### config.mk
export PLATFORM = sky130hd
export DESIGN_NAME = bhs_blend
export DESIGN_NICKNAME = d
export VERILOG_FILES = /design/src/sv/bhs_pkg.sv /design/src/sv/bhs_blend.sv
export SDC_FILE = /design/constraint.sdc
export NUM_CORES = 2
export LEC_CHECK = 0
export BUFFER_PORTS_ARGS = -buffer_cell sky130_fd_sc_hd__clkbuf_2
export CAP_MARGIN = 20
export CORE_MARGIN = 5
export CORE_UTILIZATION = 30
export CTS_CLUSTER_SIZE = 40
export DETAILED_ROUTE_END_ITERATION = 6
export GPL_ROUTABILITY_DRIVEN = 0
export HOLD_SLACK_MARGIN = 0.05
export PLACE_DENSITY = 0.46
export SLEW_MARGIN = 10
export SYNTH_ARGS = -nofsm -noshare
export SYNTH_HDL_FRONTEND = slang
export SYNTH_SLANG_ARGS = --single-unit
### constraint.sdc
create_clock -name clk -period 10.3 [get_ports clk]
set_input_delay 2.06 -clock clk [delete_from_list [all_inputs] [get_ports clk]]
set_output_delay 2.06 -clock clk [all_outputs]
set_load 0.02 [all_outputs]
### src/sv/bhs_pkg.sv
// Shared types and constants for the bilinear heightmap sampler.
// No dependencies; every other file imports this package.
`default_nettype none

package bhs_pkg;

  localparam int POS_W     = 24;
  localparam int REL_W     = POS_W + 1;
  localparam int CPU_W     = 24;
  localparam int CPU_FRAC  = 16;
  localparam int PROD_W    = REL_W + CPU_W;
  localparam int IDX_W     = PROD_W - CPU_FRAC;
  localparam int FRAC_W    = 8;
  localparam int WT_W      = FRAC_W + 1;
  localparam int GAIN_W    = 18;
  localparam int GAIN_FRAC = 16;
  localparam int OUT_W     = 34;
  localparam int CELL_W    = 8;
  localparam int HIN_W     = 16;
  localparam int CFG_W     = 24;
  localparam int CFG_IDX_W = 2;
  localparam int PIPE_DEPTH = 8;

  localparam logic [WT_W-1:0] WT_ONE = WT_W'(1 << FRAC_W);

  localparam logic signed [POS_W-1:0] ORIGIN_RST = -24'sd32768;
  localparam logic [CPU_W-1:0]        CPU_RST    = 24'd65536;
  localparam logic [GAIN_W-1:0]       GAIN_RST   = 18'd328;

  typedef enum logic [CFG_IDX_W-1:0] {
    CFG_ORIGIN_X       = 2'd0,
    CFG_ORIGIN_Z       = 2'd1,
    CFG_CELLS_PER_UNIT = 2'd2,
    CFG_HEIGHT_GAIN    = 2'd3
  } cfg_reg_t;

  typedef enum logic {
    OP_WRITE  = 1'b0,
    OP_SAMPLE = 1'b1
  } op_t;

  // per-word control that travels down the pipeline
  typedef struct packed {
    logic sample;
    logic wr_ok;
    logic clamped;
  } ctl_t;

endpackage

`default_nettype wire

### src/sv/bhs_blend.sv
// Bilinear blend: x weighting per row, then z weighting (two stages).
// Depends on bhs_pkg.
`default_nettype none

module bhs_blend
  import bhs_pkg::*;
#(
  parameter int HEIGHT_BITS = 16,
  localparam int BW         = HEIGHT_BITS + 2 * FRAC_W + 1
) (
  input  logic                          clk,
  input  logic                          rst,
  input  logic                          in_valid,
  output logic                          in_ready,
  input  ctl_t                          ctl_in,
  input  logic [WT_W-1:0]               fx,
  input  logic [WT_W-1:0]               fz,
  input  logic signed [HEIGHT_BITS-1:0] c00,
  input  logic signed [HEIGHT_BITS-1:0] c10,
  input  logic signed [HEIGHT_BITS-1:0] c01,
  input  logic signed [HEIGHT_BITS-1:0] c11,
  output logic                          out_valid,
  input  logic                          out_ready,
  output ctl_t                          ctl,
  output logic signed [BW-1:0]          blend
);

  localparam int RW = HEIGHT_BITS + FRAC_W + 1;

  logic v5, v6, en5, en6;
  ctl_t ctl5, ctl6;
  logic [WT_W-1:0]      wx0, wz0_5, wz1_5;
  logic signed [RW-1:0] rz0_next, rz1_next, rz0_5, rz1_5;
  logic signed [BW-1:0] blend_next, blend6;

  assign en6      = !v6 || out_ready;
  assign en5      = !v5 || en6;
  assign in_ready = en5;

  assign wx0      = WT_ONE - fx;
  assign rz0_next = c00 * $signed({1'b0, wx0}) + c10 * $signed({1'b0, fx});
  assign rz1_next = c01 * $signed({1'b0, wx0}) + c11 * $signed({1'b0, fx});

  assign blend_next = rz0_5 * $signed({1'b0, wz0_5}) + rz1_5 * $signed({1'b0, wz1_5});

  always_ff @(posedge clk) begin
    if (rst) begin
      v5 <= 1'b0;
      v6 <= 1'b0;
    end else begin
      if (en5) v5 <= in_valid;
      if (en6) v6 <= v5;
    end
  end

  always_ff @(posedge clk) begin
    if (en5) begin
      ctl5  <= ctl_in;
      rz0_5 <= rz0_next;
      rz1_5 <= rz1_next;
      wz0_5 <= WT_ONE - fz;
      wz1_5 <= fz;
    end
    if (en6) begin
      ctl6   <= ctl5;
      blend6 <= blend_next;
    end
  end

  assign out_valid = v6;
  assign ctl       = ctl6;
  assign blend     = blend6;

endmodule

`default_nettype wire

==> flow_summary.json <==
{
  "clk_pin_slew_worst_paths_ps": 80,
  "synth_area_leader_cell": "fa_1",
  "io_pins": 127,
  "endpoint_kind": "flop",
  "critPathLaunchType": "input pin",
  "synthesis.instances": 4248,
  "via_per_inst": 4.40,
  "ys_seq_area_frac": 0.0798,
  "ys_types": 66,
  "cts_setup_buffers": 0,
  "grt_pass1_vias": 30400,
  "start_util": 0.302,
  "overflow": 0,
  "syn_avg_cell_area_um2": 9.50,
  "critPathMaxStageDelay_ps": 710,
  "cp_max_fo": 33,
  "syn_to_final_growth_pct": 7.18,
  "place_hpwl_um": 90400,
  "cts_resized": 0,
  "io_buffer_count": 126,
  "first_iter_violations": 1019,
  "grt_use_total": 0.159,
  "rows": 134,
  "syn_area_um2": 40400,
  "hp-start": "ctl5[2]",
  "finalClockSkew_ps": 18.8,
  "cts_tree": "yes",
  "fin_crit_sh": 0.878,
  "slew_headroom": 0.315,
  "setup_viol": 0,
  "setup_tns_ps": 0,
  "coreArea_um2": 134000,
  "drt-total-wl_um": 107000,
  "crit_required_ps": 10440,
  "crit_arrival_ps": 9190,
  "drv_cap": 0,
  "ys_ff_latch": 108,
  "drive_gt1_frac": 0.0466,
  "grt_max_degree": 53,
  "rr_endpoint": "blend[31]",
  "syn_nets": 5621,
  "synth_top_area_frac": 0.487,
  "via_count": 26600,
  "nets": 5642,
  "regToRegSetupSlack_ps": 2900,
  "htreeDepth": 3,
  "yosysWarnings": 0,
  "slew_viol_final": 0,
  "rsz0062_at_grt": "false",
  "die_w_um": 377,
  "cts_buffers": 9,
  "tightestPinTransition_ps": 1020,
  "die-area_um2": 142000,
  "r2r-start": "wz1_5[1]",
  "cts_hold_buf": 0,
  "fmax_mhz": 111,
  "status": "complete, no violations",
  "grt_pass1_wl_um": 176000,
  "hold_path_depth": 0,
  "clk_path_buf_depth": 2,
  "slowest_stage": "fa_1",
  "hold_viol": 0,
  "die_y_um": 377,
  "antenna_found_initial": 16,
  "antenna_left": 0,
  "synth-edff-count": 106,
  "path_class": "input pin to flop",
  "wl_per_cell_um": 17.7,
  "clock_latency_ps": 430,
  "synth_area_leaders": "fa_1 (49%), inv_1 (11%), ha_1 (9.4%), and2_1 (8.5%), edfxtp_1 (7.9%)",
  "synthFlopType": "edfxtp_1",
  "first_pass_iters": 5,
  "ctsRootBufferMaster": "clkbuf_16",
  "clkSinkCount": 108,
  "hold_path.class": "flop to flop",
  "worstRegToRegCells": 22,
  "ys_async_sr_fraction": 0,
  "drc_errors": 0,
  "postLayoutSetupSlackWorst_ps": 1260,
  "hold_end": "ctl[2]",
  "period_minus_slack_ps": 9040,
  "place_ws_ps": 763
}
-- synthesized netlist by cell type (3+ instances only) --
cell,instances
inv_1,1178
ha_1,302
and3_2,3
o21ai_1,4
o311ai_1,3
a21o_1,28
a21oi_1,57
nor2_1,52
nor4b_1,4
or3_1,5
edfxtp_1,106
xnor2_1,113
a211o_1,3
and3_1,3
xor2_1,25
or4_1,4
and2_1,547
nor3_1,13
nor2b_1,37
nor4_1,5
a31oi_1,10
buf_1,20
a211oi_1,10
nand3_1,13
o2111ai_1,4
o21bai_1,13
o21ai_0,28
clkbuf_1,128
o21a_1,19
or2_2,3
nand2b_1,4
nand2_1,478
fa_1,982
-- cell type report --
type	count	area (µm²)
fillers	14100	90400
well taps	1768	2210
multi-input cells	2812	32200
clock inverters	5	36.3
flip-flops and latches	108	3220
repair buffers	160	911
clock buffers	10	229
diodes	6	15.0
inverters	1178	4420
-- metal layers --
metal	vias to the layer above	part of all wire	global-route usage	wire (µm)
li1	12300	-	-	-
met1	13800	0.46	0.220	49800
met2	424	0.48	0.272	51600
met3	75	0.040	0.0205	4270
met4	2	0.016	0.0288	1670
met5	-	0.000084	0	9
-- metrics by stage --
stage	cell area, µm²	utilization	hold slack (ps)	cells
6_report	43300	0.324	420	6047
5_1_grt	43300	0.324	427	6042
4_1_cts	43300	0.324	423	6041
3_5_place_dp	43000	0.322	406	6026
3_3_place_gp	43000	0.322	401	6026
2_1_floorplan	40400	-	400	4248
-- flip-flops by register name, indices dropped and copies added (netlist names) --
signal / flops
wz1_5: 8
ctl5: 3
ctl: 3
v5: 1
out_valid: 1
rz1_5: 25
wz0_5: 9
rz0_5: 25
blend: 33
-- kinds of logic after synthesis --
kind of cell,Yosys count,synth area share
compound gates,205,0.0344
xor+xnor,138,0.0299
fa+ha+maj,1284,0.581
simple gates,1185,0.152
flops,108,0.0798
buf+inv,1328,0.124
-- how the worst max path moves through the flow --
stage          start         to  slack [ps]
5_1_grt        fx[2]  rz1_5[24]         790
3_5_place_dp   fx[4]  rz1_5[24]         760
3_3_place_gp   fx[4]  rz1_5[24]         870
6_report       fx[2]  rz1_5[24]        1260
2_1_floorplan  fx[0]  rz1_5[24]        1280
4_1_cts        fx[2]  rz1_5[24]        1240
-- layout by cell type (no fill, tap or decap), types with 37 or more instances in the layout --
| cell | n |
|---|---|
| edfxtp_1 | 106 |
| and2_1 | 547 |
| nor2b_1 | 37 |
| ha_1 | 302 |
| inv_1 | 1177 |
| fa_1 | 982 |
| xnor2_1 | 107 |
| nand2_1 | 477 |
| nor2_1 | 52 |
| a21oi_1 | 57 |
| clkbuf_2 | 126 |
-- critical path: cells and delay by family --
family / cells / cell delay [ps]
AOI/OAI and AO/OA: 3 / 540
xor gates and xnor gates: 1 / 150
adders and majority gates: 8 / 4110
buffers and inverters: 10 / 1470
and+or+nand+nor: 5 / 820
Power is left out: the tool's default activity adds up to more than one toggle a clock period on the data nets, which glitch-free logic cannot reach.
