$ cat config.mk
export PLATFORM = sky130hd
export DESIGN_NAME = bhs_scale
export DESIGN_NICKNAME = d
export VERILOG_FILES = /design/src/sv/bhs_pkg.sv /design/src/sv/bhs_scale.sv
export SDC_FILE = /design/constraint.sdc
export NUM_CORES = 2
export LEC_CHECK = 0
export ABC_AREA = 1
export ABC_CLOCK_PERIOD_IN_PS = 15700
export BUFFER_PORTS_ARGS = -buffer_cell sky130_fd_sc_hd__buf_2
export CAP_MARGIN = 10
export CORE_MARGIN = 2
export CORE_UTILIZATION = 61
export CTS_BUF_LIST = sky130_fd_sc_hd__clkbuf_4
export CTS_CLUSTER_DIAMETER = 30
export CTS_CLUSTER_SIZE = 30
export DETAILED_ROUTE_END_ITERATION = 8
export HOLD_SLACK_MARGIN = 0.06
export PLACE_DENSITY_LB_ADDON = 0.05
export SYNTH_ARGS = -nofsm -noshare
export SYNTH_HDL_FRONTEND = slang
export SYNTH_SLANG_ARGS = --single-unit
$ cat constraint.sdc
create_clock -name clk -period 15.7 [get_ports clk]
set_clock_uncertainty 0.2 [all_clocks]
set_input_delay 4.71 -clock clk [delete_from_list [all_inputs] [get_ports clk]]
set_output_delay 4.71 -clock clk [all_outputs]
set_load 0.01 [all_outputs]
$ cat src/sv/bhs_pkg.sv
// Shared types and constants for the bilinear heightmap sampler.
// No dependencies; every other file imports this package.
`default_nettype none

package bhs_pkg;

  localparam int POS_W     = 24;
  localparam int REL_W     = POS_W + 1;
  localparam int CPU_W     = 24;
  localparam int CPU_FRAC  = 16;
  localparam int PROD_W    = REL_W + CPU_W;
  localparam int IDX_W     = PROD_W - CPU_FRAC;
  localparam int FRAC_W    = 8;
  localparam int WT_W      = FRAC_W + 1;
  localparam int GAIN_W    = 18;
  localparam int GAIN_FRAC = 16;
  localparam int OUT_W     = 34;
  localparam int CELL_W    = 8;
  localparam int HIN_W     = 16;
  localparam int CFG_W     = 24;
  localparam int CFG_IDX_W = 2;
  localparam int PIPE_DEPTH = 8;

  localparam logic [WT_W-1:0] WT_ONE = WT_W'(1 << FRAC_W);

  localparam logic signed [POS_W-1:0] ORIGIN_RST = -24'sd32768;
  localparam logic [CPU_W-1:0]        CPU_RST    = 24'd65536;
  localparam logic [GAIN_W-1:0]       GAIN_RST   = 18'd328;

  typedef enum logic [CFG_IDX_W-1:0] {
    CFG_ORIGIN_X       = 2'd0,
    CFG_ORIGIN_Z       = 2'd1,
    CFG_CELLS_PER_UNIT = 2'd2,
    CFG_HEIGHT_GAIN    = 2'd3
  } cfg_reg_t;

  typedef enum logic {
    OP_WRITE  = 1'b0,
    OP_SAMPLE = 1'b1
  } op_t;

  // per-word control that travels down the pipeline
  typedef struct packed {
    logic sample;
    logic wr_ok;
    logic clamped;
  } ctl_t;

endpackage

`default_nettype wire

$ cat src/sv/bhs_scale.sv
// Gain scaling with floor and saturation, plus the output register; write words give zero.
// Depends on bhs_pkg.
`default_nettype none

module bhs_scale
  import bhs_pkg::*;
#(
  parameter int HEIGHT_BITS = 16,
  localparam int BW         = HEIGHT_BITS + 2 * FRAC_W + 1
) (
  input  logic                    clk,
  input  logic                    rst,
  input  logic                    in_valid,
  output logic                    in_ready,
  input  ctl_t                    ctl_in,
  input  logic signed [BW-1:0]    blend,
  input  logic [GAIN_W-1:0]       gain,
  output logic                    out_valid,
  input  logic                    out_ready,
  output logic signed [OUT_W-1:0] height_out,
  output logic                    out_of_range
);

  localparam int LO_W  = BW / 2;
  localparam int HI_W  = BW - LO_W;
  localparam int PL_W  = LO_W + GAIN_FRAC;
  localparam int PH_W  = HI_W + GAIN_FRAC + 1;
  localparam int PG_W  = BW + 2;
  localparam int FW    = BW + GAIN_FRAC + 1;
  localparam int RSW   = BW + 3;
  localparam int SW    = (RSW > OUT_W) ? RSW : OUT_W;
  localparam logic signed [SW-1:0] SAT_HI = SW'({1'b0, {(OUT_W-1){1'b1}}});
  localparam logic signed [SW-1:0] SAT_LO = SW'($signed({1'b1, {(OUT_W-1){1'b0}}}));

  logic v7, v8, en7, en8;
  ctl_t ctl7;
  logic [GAIN_W-GAIN_FRAC-1:0] gh;
  logic [GAIN_FRAC-1:0]        gl;
  logic [PL_W-1:0]             plo_next, plo7;
  logic signed [PH_W-1:0]      phi_next, phi7;
  logic signed [PG_W-1:0]      pg_next, pg7;
  logic signed [FW-1:0]        hi_ext, lo_ext, full;
  logic signed [BW:0]          fl;
  logic signed [RSW-1:0]       res;
  logic signed [SW-1:0]        res_w;
  logic signed [OUT_W-1:0]     h_next, h8;
  logic                        oor8;

  assign en8      = !v8 || out_ready;
  assign en7      = !v7 || en8;
  assign in_ready = en7;

  // blend * gain split into narrow partial products
  assign gh       = gain[GAIN_W-1:GAIN_FRAC];
  assign gl       = gain[GAIN_FRAC-1:0];
  assign plo_next = blend[LO_W-1:0] * gl;
  assign phi_next = $signed(blend[BW-1:LO_W]) * $signed({1'b0, gl});
  assign pg_next  = blend * $signed({1'b0, gh});

  assign hi_ext = FW'(phi7) <<< LO_W;
  assign lo_ext = FW'(plo7);
  assign full   = hi_ext + lo_ext;
  assign fl     = full[FW-1:GAIN_FRAC];
  assign res    = RSW'(fl) + RSW'(pg7);
  assign res_w  = SW'(res);

  always_comb begin
    priority if (!ctl7.sample) h_next = '0;
    else if (res_w > SAT_HI)   h_next = OUT_W'(SAT_HI);
    else if (res_w < SAT_LO)   h_next = OUT_W'(SAT_LO);
    else                       h_next = OUT_W'(res_w);
  end

  always_ff @(posedge clk) begin
    if (rst) begin
      v7 <= 1'b0;
      v8 <= 1'b0;
    end else begin
      if (en7) v7 <= in_valid;
      if (en8) v8 <= v7;
    end
  end

  always_ff @(posedge clk) begin
    if (en7) begin
      ctl7 <= ctl_in;
      plo7 <= plo_next;
      phi7 <= phi_next;
      pg7  <= pg_next;
    end
    if (en8) begin
      h8   <= h_next;
      oor8 <= ctl7.clamped;
    end
  end

  assign out_valid    = v8;
  assign height_out   = h8;
  assign out_of_range = oor8;

endmodule

`default_nettype wire

==> flow_results.xml <==
<?xml version="1.0" encoding="UTF-8"?>
<metrics>
  <group name="synthesis">
    <metric name="syn-instance-count" unit="">3899</metric>
    <metric name="yosys.cell_types.count" unit="">46</metric>
    <metric name="post_synth.cell_area_avg" unit="um^2">7.76</metric>
    <metric name="synth_enable_flop_cells" unit="">122</metric>
    <metric name="synth-seq-cells" unit="">124</metric>
    <metric name="synthesis.area" unit="mm^2">0.0303</metric>
    <metric name="async_reset_ff_share" unit="%">0</metric>
    <metric name="ys_warn_count" unit="">0</metric>
    <metric name="synth_seq_area_share" unit="%">12.2</metric>
    <metric name="syn_nets" unit="">4737</metric>
    <metric name="synth-main-ff-cell" unit="">sky130_fd_sc_hd__edfxtp_1</metric>
  </group>
  <group name="worst_setup_path">
    <metric name="wp_data_required" unit="ns">10.79</metric>
    <metric name="worstSetupEndpointType" unit="">output port</metric>
    <metric name="slowest_delay" unit="ns">0.46</metric>
    <metric name="crit_fanout" unit="">42</metric>
    <metric name="cp_data_arrival_time" unit="ns">5.66</metric>
    <metric name="critPathKind" unit="">in -&gt; out</metric>
    <metric name="cp_cell_sequence" unit="">buf_2 &gt; inv_1 &gt; nand3_4 &gt; buf_4 &gt; buf_2</metric>
    <metric name="slowest_stage" unit="">sky130_fd_sc_hd__buf_4</metric>
    <metric name="setup.worst_path.start_class" unit="">input pin</metric>
    <metric name="timing.critical_path.mode_cell" unit="">sky130_fd_sc_hd__buf_2</metric>
    <metric name="path_buf_inv" unit="">4</metric>
    <metric name="critPathTopFamily" unit="">buffers and inverters</metric>
  </group>
  <group name="routing">
    <metric name="routed_via_density" unit="">5.27</metric>
    <metric name="route.final.wire_length" unit="um">74400</metric>
    <metric name="starting_drt_drc_count" unit="">1485</metric>
    <metric name="route.vias.total" unit="">24012</metric>
    <metric name="detail_route.first_pass.iterations" unit="">5</metric>
    <metric name="detail-route-antenna-nets" unit="">0</metric>
    <metric name="detail_route.drc_violations" unit="">0</metric>
    <metric name="detail_route.wl_per_cell" unit="um">16.3</metric>
  </group>
  <group name="die">
    <metric name="chipWidth" unit="um">227</metric>
    <metric name="ios" unit="">95</metric>
    <metric name="placement_rows" unit="">81</metric>
    <metric name="floorplan.core_area" unit="mm^2">0.0490</metric>
    <metric name="die_h" unit="um">227</metric>
    <metric name="dieArea" unit="mm^2">0.0514</metric>
    <metric name="initial_core_util" unit="%">61.8</metric>
  </group>
  <group name="global_route">
    <metric name="globalRouteOverflowTotal" unit="">0</metric>
    <metric name="grt_pass1_wl" unit="um">124000</metric>
    <metric name="track_usage" unit="%">30.7</metric>
    <metric name="grt_max_degree" unit="">49</metric>
    <metric name="grt_pass1_vias" unit="">24576</metric>
    <metric name="antenna_found_initial" unit="">3</metric>
  </group>
  <group name="finish">
    <metric name="final_nets" unit="">4711</metric>
    <metric name="layout_cells_sized_above_1" unit="%">5.97</metric>
    <metric name="area.growth.synth_to_final" unit="%">3.54</metric>
  </group>
  <group name="cts">
    <metric name="cts_tree" unit="">yes</metric>
    <metric name="clock_tree.buffer_depth" unit="">2</metric>
    <metric name="worst_setup_hold_path_clk_slew" unit="ns">0.11</metric>
    <metric name="cts_setup_buffers" unit="">0</metric>
    <metric name="clkSinkCount" unit="">124</metric>
    <metric name="cts-buffers-inserted" unit="">17</metric>
    <metric name="cts_hold_repair.buffers" unit="">0</metric>
    <metric name="cts-resized-gates" unit="">0</metric>
    <metric name="clock_tree_root_driver_cell" unit="">sky130_fd_sc_hd__clkbuf_4</metric>
    <metric name="htree_levels" unit="">4</metric>
    <metric name="worstSkewPairLatency" unit="ns">0.61</metric>
  </group>
  <group name="timing">
    <metric name="count_of_final_max_slew_check_failures" unit="">0</metric>
    <metric name="unrepaired_setup_endpoints_after_global_routing" unit="">no</metric>
    <metric name="number_of_failing_setup_endpoints_in_the_final_timing_report" unit="">0</metric>
    <metric name="period_needed" unit="ns">10.57</metric>
    <metric name="timing.slew.headroom" unit="%">36.4</metric>
    <metric name="final_hold_viol_count" unit="">0</metric>
    <metric name="min_period_over_period" unit="%">67.3</metric>
    <metric name="timing_worst_slew_pin_value" unit="ns">0.954</metric>
    <metric name="fmax" unit="GHz">0.0946</metric>
    <metric name="final_total_negative_setup_slack" unit="ns">0</metric>
  </group>
  <group name="placement">
    <metric name="gp_congestion" unit="">0.963</metric>
    <metric name="hpwlAfterDp" unit="um">60700</metric>
    <metric name="port_buffers" unit="">93</metric>
  </group>
  <group name="min_path">
    <metric name="holdCritPathClass" unit="">reg -&gt; reg</metric>
  </group>
  <group name="job">
    <metric name="drv.max_cap_violation_count" unit="">0</metric>
  </group>
  <group name="status">
    <metric name="outcome" unit="">finished, final reports clean</metric>
  </group>
</metrics>
-- sequential cells by signal, indices dropped and copies added, names as in the netlist --
name	flops
ctl7	2
height_out	34
out_of_range	1
out_valid	1
pg7	35
phi7	34
plo7	16
v7	1
-- logic make-up after synthesis --
| family | synth area share (%) |
|---|---|
| buffers and inverters | 14.5 |
| XOR/XNOR | 3.73 |
| flip-flops | 12.2 |
| AND/OR/NAND/NOR | 19.1 |
| AO/OA/AOI/OAI | 6.34 |
| adder cells (fa/ha/maj) | 44.0 |
-- final cells by class --
type | count | area, um^2
fill | 4509 | 17600
sequential | 124 | 3700
antenna | 3 | 7.51
tap | 664 | 831
clock buffer | 17 | 128
timing repair buffer | 102 | 533
clock inverter | 15 | 173
multi-input combinational | 2620 | 22200
inverter | 1008 | 3780
-- final timing paths --
kind	start	slack (ns)	cells past startpoint	endpoint
max	out_ready	5.13	5	in_ready
min	ctl7[0]$_DFFE_PP_	0.24	0	out_of_range$_DFFE_PP_
max reg2reg	plo7[16]$_DFFE_PP_	10.65	22	height_out[4]$_SDFFCE_PN0P_
min reg2reg	ctl7[0]$_DFFE_PP_	0.24	0	out_of_range$_DFFE_PP_
-- routing by layer --
| metal | share of wire, % | routed length (um) | global-route usage (%) | vias to the layer above |
|---|---|---|---|---|
| li1 | - | - | - | 11584 |
| met1 | 46 | 33900 | 42.7 | 11722 |
| met2 | 47 | 34800 | 51.1 | 618 |
| met3 | 5.6 | 4190 | 4.21 | 88 |
| met4 | 1.9 | 1420 | 7.28 | 0 |
| met5 | 0 | 0 | 0 | - |
-- layout by cell type, fill, tap and decap left out, types with 12 or more instances in the layout --
cell type	netlist	layout
sky130_fd_sc_hd__o21ai_0	81	81
sky130_fd_sc_hd__nand4_1	16	16
sky130_fd_sc_hd__a21oi_1	160	160
sky130_fd_sc_hd__a31oi_1	19	19
sky130_fd_sc_hd__buf_2	3	93
sky130_fd_sc_hd__xnor2_1	47	47
sky130_fd_sc_hd__nor2_1	166	166
sky130_fd_sc_hd__nand3_2	34	34
sky130_fd_sc_hd__inv_1	1005	1005
sky130_fd_sc_hd__fa_1	475	475
sky130_fd_sc_hd__a21o_1	21	21
sky130_fd_sc_hd__edfxtp_1	122	122
sky130_fd_sc_hd__o21a_1	12	12
sky130_fd_sc_hd__nand2_2	52	52
sky130_fd_sc_hd__clkbuf_4	0	17
sky130_fd_sc_hd__ha_1	305	305
sky130_fd_sc_hd__nand3_1	71	70
sky130_fd_sc_hd__o21bai_1	19	19
sky130_fd_sc_hd__nand2_1	966	966
sky130_fd_sc_hd__nor3_1	38	38
sky130_fd_sc_hd__xor2_1	82	82
-- cells in the mapped netlist (all sizes together), types with 6 or more instances --
| cell | n | share of area [%] |
|---|---|---|
| fa | 475 | 31 |
| inv | 1008 | 13 |
| a21o | 21 | 0.52 |
| nor2 | 170 | 2.1 |
| clkbuf | 121 | 1.5 |
| edfxtp | 122 | 12 |
| nand4 | 16 | 0.33 |
| nand2 | 1020 | 13 |
| nor3 | 41 | 0.75 |
| nand3b | 6 | 0.15 |
| xnor2 | 47 | 1.4 |
| o21bai | 19 | 0.47 |
| xor2 | 82 | 2.4 |
| o21a | 12 | 0.30 |
| buf | 26 | 0.52 |
| o21ai | 86 | 1.4 |
| ha | 305 | 13 |
| nor4 | 10 | 0.21 |
| a21oi | 161 | 2.7 |
| nand3 | 106 | 2.4 |
| a31oi | 19 | 0.39 |
-- per-stage QoR --
stage	utilization, %	hold slack [ns]	instance area, um^2	std cells	setup slack (ns)
floorplan	-	0.200	30300	3899	3.97
global placement	63.4	0.202	31000	4518	4.66
detailed placement	63.4	0.218	31000	4518	4.66
CTS	64.0	0.246	31300	4550	5.10
global route	64.0	0.260	31300	4553	4.98
finish	64.0	0.240	31300	4553	5.13
-- worst reg2reg max path: cells and delay by family, from the launching register on --
family	cells	cell delay, ns
AOI/OAI and AO/OA	6	1.24
and+or+nand+nor	10	1.57
DFF	1	0.37
buffers and inverters	2	0.17
xor gates and xnor gates	1	0.34
adders and majority gates	3	1.02
Power is not shown: default switching activity piles up to over one toggle a cycle in this logic, so the estimate is an artifact.
